[src/hdl/ph_trimmed_mean_filter_top_macros.svh]
// Assertion macros for the pH trimmed mean filter.
`ifndef PH_TRIMMED_MEAN_FILTER_TOP_MACROS_SVH
`define PH_TRIMMED_MEAN_FILTER_TOP_MACROS_SVH
`ifndef SYNTH
`define PH_ASSERT(lbl, clk, rstn, prop, msg) \
  lbl: assert property (@(posedge clk) disable iff (!rstn) prop) else $error(msg);
`define PH_ASSERT_RST(lbl, clk, prop, msg) \
  lbl: assert property (@(posedge clk) prop) else $error(msg);
`else
`define PH_ASSERT(lbl, clk, rstn, prop, msg)
`define PH_ASSERT_RST(lbl, clk, prop, msg)
`endif
`endif

[src/hdl/ph_tmf_pkg.sv]
`default_nettype none
package ph_tmf_pkg;
  localparam int SampleW = 10;
  localparam int MeanW   = 18;
  localparam int VoltW   = 19;
  localparam int PhW     = 24;
  localparam int NumW    = 24;
  localparam int RecipSh = 30;

  localparam logic [PhW-1:0] SlopeRst  = 24'hECD098;
  localparam logic [PhW-1:0] OffsetRst = 24'h290704;

  typedef struct packed {
    logic load;
    logic rotate;
  } chain_ctl_t;
endpackage
`default_nettype wire

[src/hdl/ph_tmf_cell.sv]
`default_nettype none
module ph_tmf_cell (
  input  logic                            clk_i,
  input  logic                            rst_ni,
  input  logic                            en_i,
  input  logic [ph_tmf_pkg::SampleW-1:0]  d_i,
  output logic [ph_tmf_pkg::SampleW-1:0]  q_o
);
  import ph_tmf_pkg::*;

  logic [SampleW-1:0] val_q;

  always_ff @(posedge clk_i or negedge rst_ni) begin
    if (!rst_ni) begin
      val_q <= '0;
    end else if (en_i) begin
      val_q <= d_i;
    end
  end

  assign q_o = val_q;
endmodule
`default_nettype wire

[src/hdl/ph_tmf_chain.sv]
`default_nettype none
module ph_tmf_chain #(
  parameter int WINDOW = 40
) (
  input  logic                            clk_i,
  input  logic                            rst_ni,
  input  ph_tmf_pkg::chain_ctl_t          ctl_i,
  input  logic [ph_tmf_pkg::SampleW-1:0]  sample_i,
  output logic [ph_tmf_pkg::SampleW-1:0]  tail_o
);
  import ph_tmf_pkg::*;

  logic [SampleW-1:0] tap [WINDOW];
  logic [SampleW-1:0] head_d;
  logic               en;

  // A new sample pushes the oldest one out of the far end; during the walk
  // the row turns as a ring so every entry passes the tail once.
  assign en     = ctl_i.load | ctl_i.rotate;
  assign head_d = ctl_i.rotate ? tap[WINDOW-1] : sample_i;

  for (genvar k = 0; k < WINDOW; k++) begin : g_cell
    if (k == 0) begin : g_head
      ph_tmf_cell u_cell (
        .clk_i  (clk_i),
        .rst_ni (rst_ni),
        .en_i   (en),
        .d_i    (head_d),
        .q_o    (tap[k])
      );
    end else begin : g_body
      ph_tmf_cell u_cell (
        .clk_i  (clk_i),
        .rst_ni (rst_ni),
        .en_i   (en),
        .d_i    (tap[k-1]),
        .q_o    (tap[k])
      );
    end
  end

  assign tail_o = tap[WINDOW-1];
endmodule
`default_nettype wire

[src/hdl/ph_tmf_scale.sv]
`default_nettype none
module ph_tmf_scale #(
  parameter int WINDOW = 40
) (
  input  logic                               clk_i,
  input  logic                               rst_ni,
  input  logic                               start_i,
  input  logic [ph_tmf_pkg::NumW-1:0]        num_i,
  input  logic signed [ph_tmf_pkg::PhW-1:0]  slope_i,
  input  logic signed [ph_tmf_pkg::PhW-1:0]  offset_i,
  output logic                               done_o,
  output logic [ph_tmf_pkg::MeanW-1:0]       mean_q8_o,
  output logic [ph_tmf_pkg::VoltW-1:0]       volts_q16_o,
  output logic [ph_tmf_pkg::PhW-1:0]         ph_q16_o
);
  import ph_tmf_pkg::*;

  localparam bit Trim   = (WINDOW >= 5);
  localparam int Div    = Trim ? WINDOW - 2 : WINDOW;
  localparam int RecipW = RecipSh + 1;
  localparam int DivW   = 7;
  localparam int ProdW  = NumW + RecipW;
  localparam int QdW    = NumW + DivW;
  localparam int M5W    = MeanW + 3;
  localparam int MulW   = PhW + VoltW + 1;
  localparam int ShW    = MulW - 16;
  localparam int SumW   = ShW + 1;
  localparam logic [RecipW-1:0] Recip = RecipW'((longint'(1) << RecipSh) / Div);
  localparam logic [DivW-1:0]   DivC  = DivW'(Div);

  logic [5:1]             vld_q;
  logic [ProdW-1:0]       prod1_q;
  logic [NumW-1:0]        num1_q;
  logic [NumW-1:0]        q0;
  logic [QdW-1:0]         qd;
  logic [QdW-1:0]         rem;
  logic [NumW-1:0]        quo_q;
  logic [MeanW-1:0]       mean;
  logic [M5W-1:0]         mean5;
  logic [MeanW-1:0]       mean3_q, mean4_q, mean5_q;
  logic [VoltW-1:0]       volts3_q, volts4_q, volts5_q;
  logic signed [MulW-1:0] prod4_q;
  logic signed [ShW-1:0]  shifted;
  logic signed [SumW-1:0] ph_sum;
  logic [PhW-1:0]         ph_sat;
  logic [PhW-1:0]         ph5_q;

  always_ff @(posedge clk_i or negedge rst_ni) begin
    if (!rst_ni) begin
      vld_q <= '0;
    end else begin
      vld_q <= {vld_q[4:1], start_i};
    end
  end

  // The reciprocal estimate is low by at most one; one compare fixes it.
  assign q0  = prod1_q[RecipSh +: NumW];
  assign qd  = QdW'(q0) * QdW'(DivC);
  assign rem = QdW'(num1_q) - qd;

  assign mean  = Trim ? quo_q[MeanW-1:0] : {quo_q[SampleW-1:0], 8'h00};
  assign mean5 = M5W'(mean) + (M5W'(mean) << 2);

  // Arithmetic right shift by 16 floors the product.
  assign shifted = prod4_q[MulW-1:16];
  assign ph_sum  = SumW'(shifted) + SumW'(offset_i);

  always_comb begin
    if (!ph_sum[SumW-1] && (ph_sum[SumW-2:PhW-1] != '0)) begin
      ph_sat = {1'b0, {(PhW-1){1'b1}}};
    end else if (ph_sum[SumW-1] && (ph_sum[SumW-2:PhW-1] != '1)) begin
      ph_sat = {1'b1, {(PhW-1){1'b0}}};
    end else begin
      ph_sat = ph_sum[PhW-1:0];
    end
  end

  always_ff @(posedge clk_i) begin
    prod1_q  <= ProdW'(num_i) * ProdW'(Recip);
    num1_q   <= num_i;
    quo_q    <= (rem >= QdW'(DivC)) ? q0 + NumW'(1) : q0;
    mean3_q  <= mean;
    volts3_q <= mean5[M5W-1:2];
    prod4_q  <= slope_i * $signed({1'b0, volts3_q});
    mean4_q  <= mean3_q;
    volts4_q <= volts3_q;
    mean5_q  <= mean4_q;
    volts5_q <= volts4_q;
    ph5_q    <= ph_sat;
  end

  assign done_o      = vld_q[5];
  assign mean_q8_o   = mean5_q;
  assign volts_q16_o = volts5_q;
  assign ph_q16_o    = ph5_q;
endmodule
`default_nettype wire

[src/hdl/ph_trimmed_mean_filter_top.sv]
//  channel | direction | handshake                  | payload
//  --------+-----------+----------------------------+------------------------------------
//  in      | input     | in_valid_i / in_stall_o    | sample_i
//  out     | output    | out_valid_o / out_stall_i  | mean_q8_o, volts_q16_o, ph_q16_o
//  cfg     | input     | psel / penable / pready    | paddr, pwdata, prdata
//
//  Each request shifts the sample into the cell row, turns the row once past the sum,
//  minimum and maximum accumulator, starts the scaling pipeline, waits until its
//  result is seen and then loads the output register, which holds off while a stalled
//  result still sits in it. The next request is taken the cycle after that load.
//  Reset clears the window to zeros and restores the slope and offset defaults.
//  A stalled result sits in the output register while the next request is computed.
`default_nettype none
module ph_trimmed_mean_filter_top #(
  parameter int WINDOW = 40
) (
  input  logic                              clk_i,
  input  logic                              rst_ni,
  input  logic                              in_valid_i,
  output logic                              in_stall_o,
  input  logic [ph_tmf_pkg::SampleW-1:0]    sample_i,
  output logic                              out_valid_o,
  input  logic                              out_stall_i,
  output logic [ph_tmf_pkg::MeanW-1:0]      mean_q8_o,
  output logic [ph_tmf_pkg::VoltW-1:0]      volts_q16_o,
  output logic signed [ph_tmf_pkg::PhW-1:0] ph_q16_o,
  input  logic                              psel,
  input  logic                              penable,
  input  logic                              pwrite,
  input  logic [2:0]                        paddr,
  input  logic [31:0]                       pwdata,
  output logic [31:0]                       prdata,
  output logic                              pready
);
  import ph_tmf_pkg::*;
  `include "ph_trimmed_mean_filter_top_macros.svh"

  localparam bit Trim = (WINDOW >= 5);
  localparam int SumW = $clog2(WINDOW * 1023 + 1);
  localparam int CntW = (WINDOW > 1) ? $clog2(WINDOW) : 1;

  localparam logic [2:0] StIdle  = 3'd0;
  localparam logic [2:0] StWalk  = 3'd1;
  localparam logic [2:0] StStart = 3'd2;
  localparam logic [2:0] StWait  = 3'd3;
  localparam logic [2:0] StLoad  = 3'd4;

  logic [2:0]          state_q, state_d;
  logic [CntW-1:0]     cnt_q;
  logic [SumW-1:0]     sum_q;
  logic [SampleW-1:0]  lo_q, hi_q;
  logic [SampleW-1:0]  tail;
  logic                accept;
  logic                load_out;
  logic                walk_last;
  chain_ctl_t          ctl;
  logic [NumW-1:0]     num;
  logic                scale_done;
  logic [MeanW-1:0]    scale_mean;
  logic [VoltW-1:0]    scale_volts;
  logic [PhW-1:0]      scale_ph;
  logic                out_valid_q;
  logic [MeanW-1:0]    mean_q;
  logic [VoltW-1:0]    volts_q;
  logic [PhW-1:0]      ph_q;
  logic signed [PhW-1:0] slope_q, offset_q;
  logic                cfg_wr;

  // Configuration registers.
  assign cfg_wr = psel && penable && pwrite;
  assign pready = 1'b1;
  assign prdata = paddr[2] ? 32'(offset_q) : 32'(slope_q);

  always_ff @(posedge clk_i or negedge rst_ni) begin
    if (!rst_ni) begin
      slope_q  <= SlopeRst;
      offset_q <= OffsetRst;
    end else if (cfg_wr) begin
      if (paddr[2]) begin
        offset_q <= pwdata[PhW-1:0];
      end else begin
        slope_q <= pwdata[PhW-1:0];
      end
    end
  end

  // Sequencer.
  assign accept     = in_valid_i && (state_q == StIdle);
  assign in_stall_o = (state_q != StIdle);
  assign walk_last  = (cnt_q == CntW'(WINDOW - 1));
  assign load_out   = (state_q == StLoad) && (!out_valid_q || !out_stall_i);
  assign ctl.load   = accept;
  assign ctl.rotate = (state_q == StWalk);

  always_comb begin
    state_d = state_q;
    case (state_q)
      StIdle:  if (in_valid_i) state_d = StWalk;
      StWalk:  if (walk_last) state_d = StStart;
      StStart: state_d = StWait;
      StWait:  if (scale_done) state_d = StLoad;
      StLoad:  if (load_out) state_d = StIdle;
      default: state_d = StIdle;
    endcase
  end

  always_ff @(posedge clk_i or negedge rst_ni) begin
    if (!rst_ni) begin
      state_q <= StIdle;
      cnt_q   <= '0;
    end else begin
      state_q <= state_d;
      if (accept) begin
        cnt_q <= '0;
      end else if (state_q == StWalk) begin
        cnt_q <= cnt_q + CntW'(1);
      end
    end
  end

  ph_tmf_chain #(
    .WINDOW (WINDOW)
  ) u_chain (
    .clk_i    (clk_i),
    .rst_ni   (rst_ni),
    .ctl_i    (ctl),
    .sample_i (sample_i),
    .tail_o   (tail)
  );

  always_ff @(posedge clk_i) begin
    if (accept) begin
      sum_q <= '0;
      lo_q  <= '1;
      hi_q  <= '0;
    end else if (state_q == StWalk) begin
      sum_q <= sum_q + SumW'(tail);
      lo_q  <= (tail < lo_q) ? tail : lo_q;
      hi_q  <= (tail > hi_q) ? tail : hi_q;
    end
  end

  // Short windows take the plain mean; otherwise the extremes are dropped.
  assign num = Trim ? (NumW'(sum_q - SumW'(lo_q) - SumW'(hi_q)) << 8) : NumW'(sum_q);

  ph_tmf_scale #(
    .WINDOW (WINDOW)
  ) u_scale (
    .clk_i       (clk_i),
    .rst_ni      (rst_ni),
    .start_i     (state_q == StStart),
    .num_i       (num),
    .slope_i     (slope_q),
    .offset_i    (offset_q),
    .done_o      (scale_done),
    .mean_q8_o   (scale_mean),
    .volts_q16_o (scale_volts),
    .ph_q16_o    (scale_ph)
  );

  // Output register.
  always_ff @(posedge clk_i or negedge rst_ni) begin
    if (!rst_ni) begin
      out_valid_q <= 1'b0;
    end else if (load_out) begin
      out_valid_q <= 1'b1;
    end else if (!out_stall_i) begin
      out_valid_q <= 1'b0;
    end
  end

  always_ff @(posedge clk_i) begin
    if (load_out) begin
      mean_q  <= scale_mean;
      volts_q <= scale_volts;
      ph_q    <= scale_ph;
    end
  end

  assign out_valid_o = out_valid_q;
  assign mean_q8_o   = mean_q;
  assign volts_q16_o = volts_q;
  assign ph_q16_o    = ph_q;

  `PH_ASSERT(a_accept_walk, clk_i, rst_ni, (in_valid_i && !in_stall_o) |=> (state_q == StWalk), "accepted request did not start the walk")
  `PH_ASSERT(a_min_max, clk_i, rst_ni, (state_q == StStart) |-> (lo_q <= hi_q), "window minimum exceeds maximum")
  `PH_ASSERT(a_done_wait, clk_i, rst_ni, scale_done |-> (state_q == StWait), "scaling result arrived outside the wait state")
  `PH_ASSERT_RST(a_reset_idle, clk_i, !rst_ni |=> (!out_valid_o && !in_stall_o), "block not idle in reset")
endmodule
`default_nettype wire

[config.mk]
export PLATFORM = sky130hd
export DESIGN_NAME = ph_trimmed_mean_filter_top
export DESIGN_NICKNAME = d
export VERILOG_FILES = /design/src/hdl/ph_tmf_pkg.sv /design/src/hdl/ph_tmf_cell.sv /design/src/hdl/ph_tmf_chain.sv /design/src/hdl/ph_tmf_scale.sv /design/src/hdl/ph_trimmed_mean_filter_top.sv
export VERILOG_INCLUDE_DIRS = /design/src /design/src/hdl
export SDC_FILE = /design/constraint.sdc
export NUM_CORES = 2
export LEC_CHECK = 0
export ABC_AREA = 1
export BUFFER_PORTS_ARGS = -buffer_cell sky130_fd_sc_hd__buf_4
export CAP_MARGIN = 25
export CORE_MARGIN = 3
export CORE_UTILIZATION = 30
export DETAILED_ROUTE_END_ITERATION = 8
export GPL_ROUTABILITY_DRIVEN = 0
export PLACE_DENSITY = 0.53
export SLEW_MARGIN = 10
export SYNTH_ARGS = -nofsm -noshare
export SYNTH_HDL_FRONTEND = slang
export SYNTH_HIERARCHICAL = 1
export SYNTH_SLANG_ARGS = --single-unit
[constraint.sdc]
create_clock -name clk_i -period 8 [get_ports clk_i]
set_clock_uncertainty 0.05 [all_clocks]
set_input_delay 1.6 -clock clk_i [delete_from_list [all_inputs] [get_ports clk_i]]
set_output_delay 1.6 -clock clk_i [all_outputs]
set_load 0.005 [all_outputs]
Yosys cells after proc, flatten, opt, wreduce, memory -nomap -nowiden:

Index checks and enable logic that the tools add are counted.

* add/sub/neg operators: 8
* multiply operators: 3
* divide/modulo/power cells: 0
* magnitude comparators: 3
* equality and inequality tests: 11
* shift-type cells: 0
* muxes and demuxes: 13
* bitwise gates (word level): 2
* reductions and logical operators: 19

Operators by type and width (count)
* 24-bit by 20-bit multiplier with 44-bit output: 1
* 16-bit by 25-bit multiplier with 41-bit output, second input constant: 1
* 32-bit two-way mux: 1
* 31-bit by 6-bit >= comparator with 1-bit output, second input constant: 1
* 24-bit by 30-bit subtractor with 31-bit output: 1
* 28-bit by 24-bit adder with 29-bit output: 1
* 19-bit by 5-bit multiplier with 24-bit output, second input constant: 1
* 24-bit two-way mux: 1
* 18-bit by 20-bit adder with 21-bit output: 1
* 18-bit by 1-bit adder with 18-bit output, second input constant: 1
* 18-bit two-way mux: 1
* 16-bit by 10-bit adder with 16-bit output: 1
* 16-bit by 10-bit subtractor with 16-bit output: 1
* 16-bit by 11-bit subtractor with 16-bit output: 1
* 3-bit one-hot mux with 5 select lines: 1
* 3-bit two-way mux: 4
* 6-bit two-way mux: 2
* 10-bit greater-than comparator: 1
* 10-bit < comparator: 1
* 10-bit two-way mux: 1
* 2-bit AND reduction: 4
* 6-bit by 1-bit adder with 6-bit output, second input constant: 1
* 3-bit by 2-bit equality test with 1-bit output, second input constant: 2
* 6-bit equality test, second input constant: 1
* 16 further kinds: 27

* bits in registers: 814
* bits in latches: 0
* memory bits (writable): 0
* ROM bits: 0
* output and inout port bits: 96
* word-level logic and storage cells: 122
* memories kept: 0

Depth between registers and ports, before layout:

* depth in word-level cells: 5
* mapped depth: 40

By module:

Netlist, hierarchy kept.

Modules (own cells, without submodules)
* ph_tmf_scale: instances 1, cells an instance 4864, area each 39346.5 sq um
* ph_tmf_cell: instances 40, cells an instance 42, area each 377.9 sq um
* ph_trimmed_mean_filter_top: instances 1, cells an instance 932, area each 8087.8 sq um
* ph_tmf_chain: instances 1, cells an instance 33, area each 133.9 sq um

Worst setup path before layout:

Ideal clock, no wire load.

* kind: flip-flop to flip-flop
* start point: reg lo_q[2]
* end point: reg u_scale.prod1_q[48]
* setup time: 72 ps
* arrival: 7101 ps
* required time: 7878 ps
* slack: 778 ps
* stages on the path, launching flop included: 34
* buffers on the path: 0
* period minus slack after synthesis: 7222 ps
* cell sequence: dfxtp_1 -> inv_1 -> fa_1 -> ha_1 -> nand2_1 -> o21ai_2 -> nand2_1 -> nand2_1 -> xor2_1 -> fa_1 -> fa_1 -> inv_1 -> fa_1 -> fa_1 -> fa_1 -> inv_1 -> fa_1 -> inv_1 -> fa_1 -> inv_1 -> ha_1 -> nand2_1 -> nor2_1 -> inv_1 -> nor2_1 -> inv_1 -> nor3_1 -> nand2_1 -> nand2_1 -> nand3_1 -> nand2_1 -> nand3_1 -> nand2_1 -> xor2_1

* word-level cells in the longest chain between the ends: 3

Ends and longest elaborated chain
* from (decl): RTL line ph_trimmed_mean_filter_top.sv:51 `logic [SampleW-1:0] lo_q, hi_q;`
* from (signal assigned): RTL line ph_trimmed_mean_filter_top.sv:138 `lo_q <= (tail < lo_q) ? tail : lo_q;`
* 16-bit by 10-bit subtractor with 16-bit output: RTL line ph_trimmed_mean_filter_top.sv:144 `assign num = Trim ? (NumW'(sum_q - SumW'(lo_q) - SumW'(hi_q)) << 8) : NumW'(sum_q);`
* 16-bit by 11-bit subtractor with 16-bit output: RTL line ph_trimmed_mean_filter_top.sv:144
* named net num[13]: RTL line ph_trimmed_mean_filter_top.sv:57 `logic [NumW-1:0] num;`
* 16-bit by 25-bit multiplier with 41-bit output: RTL line ph_tmf_scale.sv:79 `prod1_q <= ProdW'(num_i) * ProdW'(Recip);`
* to (signal assigned): RTL line ph_tmf_scale.sv:79
* to (decl): RTL line ph_tmf_scale.sv:32 `logic [ProdW-1:0] prod1_q;`

The timed path passes the listed nets, and every way through them passes these cells.
A chain may end at the register's enable or synchronous reset.

Worst setup path in the final report:

* start point: reg hi_q[0]
* end point: reg u_scale.prod1_q[44]

* word-level cells in the longest chain between the ends: 2

Ends and longest elaborated chain
* from (decl): RTL line ph_trimmed_mean_filter_top.sv:51
* from (signal assigned): RTL line ph_trimmed_mean_filter_top.sv:139 `hi_q <= (tail > hi_q) ? tail : hi_q;`
* 16-bit by 11-bit subtractor with 16-bit output: RTL line ph_trimmed_mean_filter_top.sv:144
* named net num[14]: RTL line ph_trimmed_mean_filter_top.sv:57
* 16-bit by 25-bit multiplier with 41-bit output: RTL line ph_tmf_scale.sv:79

The timed path passes the listed nets, and every way through them passes these cells.

==> metrics.md <==
| Metric | Value |
|---|---|
| Overflow after GRT | 0 |
| Skew-Pair Late Insertion Delay | about 740 ps |
| Total detailed-routing wirelength | 160000 µm |
| Largest net degree at the start of global routing | 147 |
| CP Launch Type | flip-flop |
| Async SR Flop Fraction | 59.1% |
| IO Port Bufs | 136 |
| Clock sinks | a little under 800 |
| CP arrival | 8150 ps |
| CTS Buf Count | 90 |
| Via density | roughly 4.4 |
| Cell Area, Synth | 62700 µm² |
| Status | completed |
| Placement Cell Area | around 67000 µm² |
| Antenna violations before repair | 2 |
| Worst slew pin tran | around 1000 ps |
| Nets | between 8000 and 9000 |
| Post-CTS Setup Bufs | 0 |
| #FFs+latches synth | 783 |
| Distinct cells, synth | 61 |
| Final Cycle Share | 95.4% |
| Fmax | 0.131 GHz |
| Average size of a mapped cell | 8.35 µm² |
| Post-synth EDFFs | 61 |
| Seq/Total Area, Yosys | 29.7% |
| TritonCTS clock tree | yes |
| Maximum fanout along the worst path | 5 |
| Crit-path slowest cell | fa_2 |
| WP buf/inv | 7 |
| Clk root buf | clkbuf_16 |
| CP Class | reg2reg |
| Synth Instances | 7509 |
| WL per Instance | 15.2 µm |
| First-pass GRT wire length | approximately 260000 µm |
| Yosys warning total | 6 |
| Worst R2R Start | hi_q[0] |
| Vias in the first global route | between 40000 and 50000 |
| CP peak stage delay | 540 ps |
| Max-Cap Viols | 0 |
| Area grow syn2layout | 12.3% |
| CP dominant cell by count | fa_1 |
| Max H-tree Level | 3 |
| Die ar. | between 200000 and 250000 µm² |
| # fillers | 21500 |
| Primary FF master, synth | dfrtp_1 |
| DR vias | 46700 |
| Capture point of the worst reg-to-reg path | u_scale/prod1_q[44] |
| Fin. max-slew vios | 0 |
| Antenna-violating nets left | 0 |
| Worst Path Required | 8520 ps |
| Hold_ws | ~250 ps |
| Post-detail-place hpwl | approximately 130000 µm |
| GR Util All Layers | approximately 15% |
| RSZ-0062 raised after global routing | true |
| DRC | 0 |
| Crit path max-delay family | adder cells |
| DR pass1 iterations | 6 |
| Die height | about 460 µm |
| Critical path endpoint | u_scale/prod1_q[44] |
| Clock-pin slew on the worst setup and hold paths | 60 ps |
| Chip width | 463 µm |
| Final Critical Period | between 7000 and 8000 ps |
| Final setup violating endpoints | 0 |
| Hold Path Class | reg2reg |
| Final non-filler cell area | 70400 µm² |
| CP Depth | 32 |
| CTS max path bufs | 3 |
| Final Hold Vio Count | 0 |
| Crit path from | hi_q[0] |
| Slack of the worst reg-to-reg path | 370 ps |
| Core area | 207000 µm² |
| Max_slew headroom | 33.5% |
| Drt initial violations | 2811 |
| Starting Density | 30.2% |
| Share of layout cells above drive strength 1 | about 6.4% |
| Crit end category | flip-flop |
| # rows | 167 |
| Top-Level Pins | 148 |
| Layout Utilization | 33.9% |
| R2R depth | 32 |
-- metal layers --
metal | wire length, µm | GRT usage (%) | up-vias | share of wire [%]
li1 | - | - | 22900 | -
met1 | 72000 | 19.6 | 22800 | 45
met2 | 77800 | 26.0 | 860 | 49
met3 | 5710 | 1.88 | 196 | 3.6
met4 | 4820 | 4.61 | 0 | 3.0
met5 | 0 | 0 | - | 0
-- stage by stage --
stage | std cells | setup TNS (ps) | setup WS [ps]
floorplan | 7568 | 0 | 778
global placement | 10400 | 0 | 379
detailed placement | 10400 | 0 | 353
CTS | 10600 | 0 | 312
global route | 10600 | -77.9 | -56.4
finish | 10600 | 0 | 369
-- cell usage after synthesis (3+ instances only) --
cell         n  area (µm²)
nand2_2      4        25.0
nor2_1     271        1020
nand3_2      5        50.1
buf_2       20         100
fa_1       713       14300
buf_4       13        97.6
nor3_1      29         145
nand2_1   2534        9510
clkbuf_1    78         293
buf_1       15        56.3
o21a_1      12        90.1
o221ai_1     3        26.3
nand3b_1     8        60.1
nand3_1    158         791
nand4_1     44         275
dfrtp_1    445       11100
ha_1       518        6480
inv_2       56         210
inv_1     1514        5680
dfstp_2     18         473
a21o_1      21         158
edfxtp_1    61        1830
a31oi_1     30         188
a21boi_0     5        37.5
nor4_1      20         125
buf_6       47         529
xnor2_1     57         499
dfxtp_1    259        5180
o21ai_1      8        40.0
nor2_2       8        50.1
o21bai_1    16         120
a21oi_1    224        1120
o211ai_1     8        60.1
or2_2        4        25.0
o21ai_0    150         751
xor2_1      98         858
-- cell usage in the layout, fill, tap and decap left out, drive strengths merged, types with 98 or more instances in the layout --
master     n
xor2      98
ha       518
inv     1580
a21oi    226
nand3    164
fa       713
nor2     281
clkbuf   124
dfrtp    445
nand2   2538
dfxtp    259
buf      220
o21ai    159
-- area by class of cell --
cell class                      count  area (µm²)  area share [%]
Antenna cell                        7        17.5          0.0249
Timing Repair Buffer              221        1750            2.49
Clock inverter                     42         669           0.951
Tap cell                         2788        3490            4.95
Multi-Input combinational cell   5039       37400            53.1
Inverter                         1573        5910            8.39
Clock buffer                      123        2580            3.66
Sequential cell                   783       18600            26.5
-- worst min path at each step --
stage	to	depth (start not counted)	slack, ps	from
2_1_floorplan	u_scale/mean4_q[0]	0	260	u_scale/mean3_q[0]
3_3_place_gp	u_scale/volts_q16_o[10]	0	260	u_scale/volts4_q[10]
3_5_place_dp	u_scale/volts_q16_o[10]	0	260	u_scale/volts4_q[10]
4_1_cts	u_scale/mean_q8_o[15]	0	260	u_scale/mean4_q[15]
5_1_grt	u_scale/mean_q8_o[15]	0	260	u_scale/mean4_q[15]
6_report	u_scale/mean_q8_o[15]	0	250	u_scale/mean4_q[15]
-- registers in the layout, summed over array words and instances, names as in the netlist, 19 cells and up --
name                              count
u_scale/volts4_q                     19
u_scale/num1_q                       23
slope_q                              24
volts_q16_o                          19
u_scale/prod4_q                      28
u_scale/ph_q16_o                     24
u_scale/volts3_q                     19
u_scale/prod1_q                      19
u_scale/volts_q16_o                  19
u_chain/g_cell.g_body.u_cell/q_o    390
ph_q16_o                             24
offset_q                             24
-- logic make-up after synthesis --
kind of cell	count (synthesis)	synth area share, %
fa+ha+maj	1231	33.1
simple gates	3099	19.5
buf+inv	1746	11.1
other cells	2	0.0120
xor+xnor	155	2.17
flops	783	29.7
compound gates	493	4.36
-- timing repair --
action / 4_1_cts / 5_1_grt
resized for setup: 0 / 16
endpoints found under the hold margin: 0 / 0
hold buffers: 0 / 0
setup endpoints to repair: 0 / 11
Power is not shown: default switching activity piles up to over one toggle a cycle in this logic, so the estimate is an artifact.
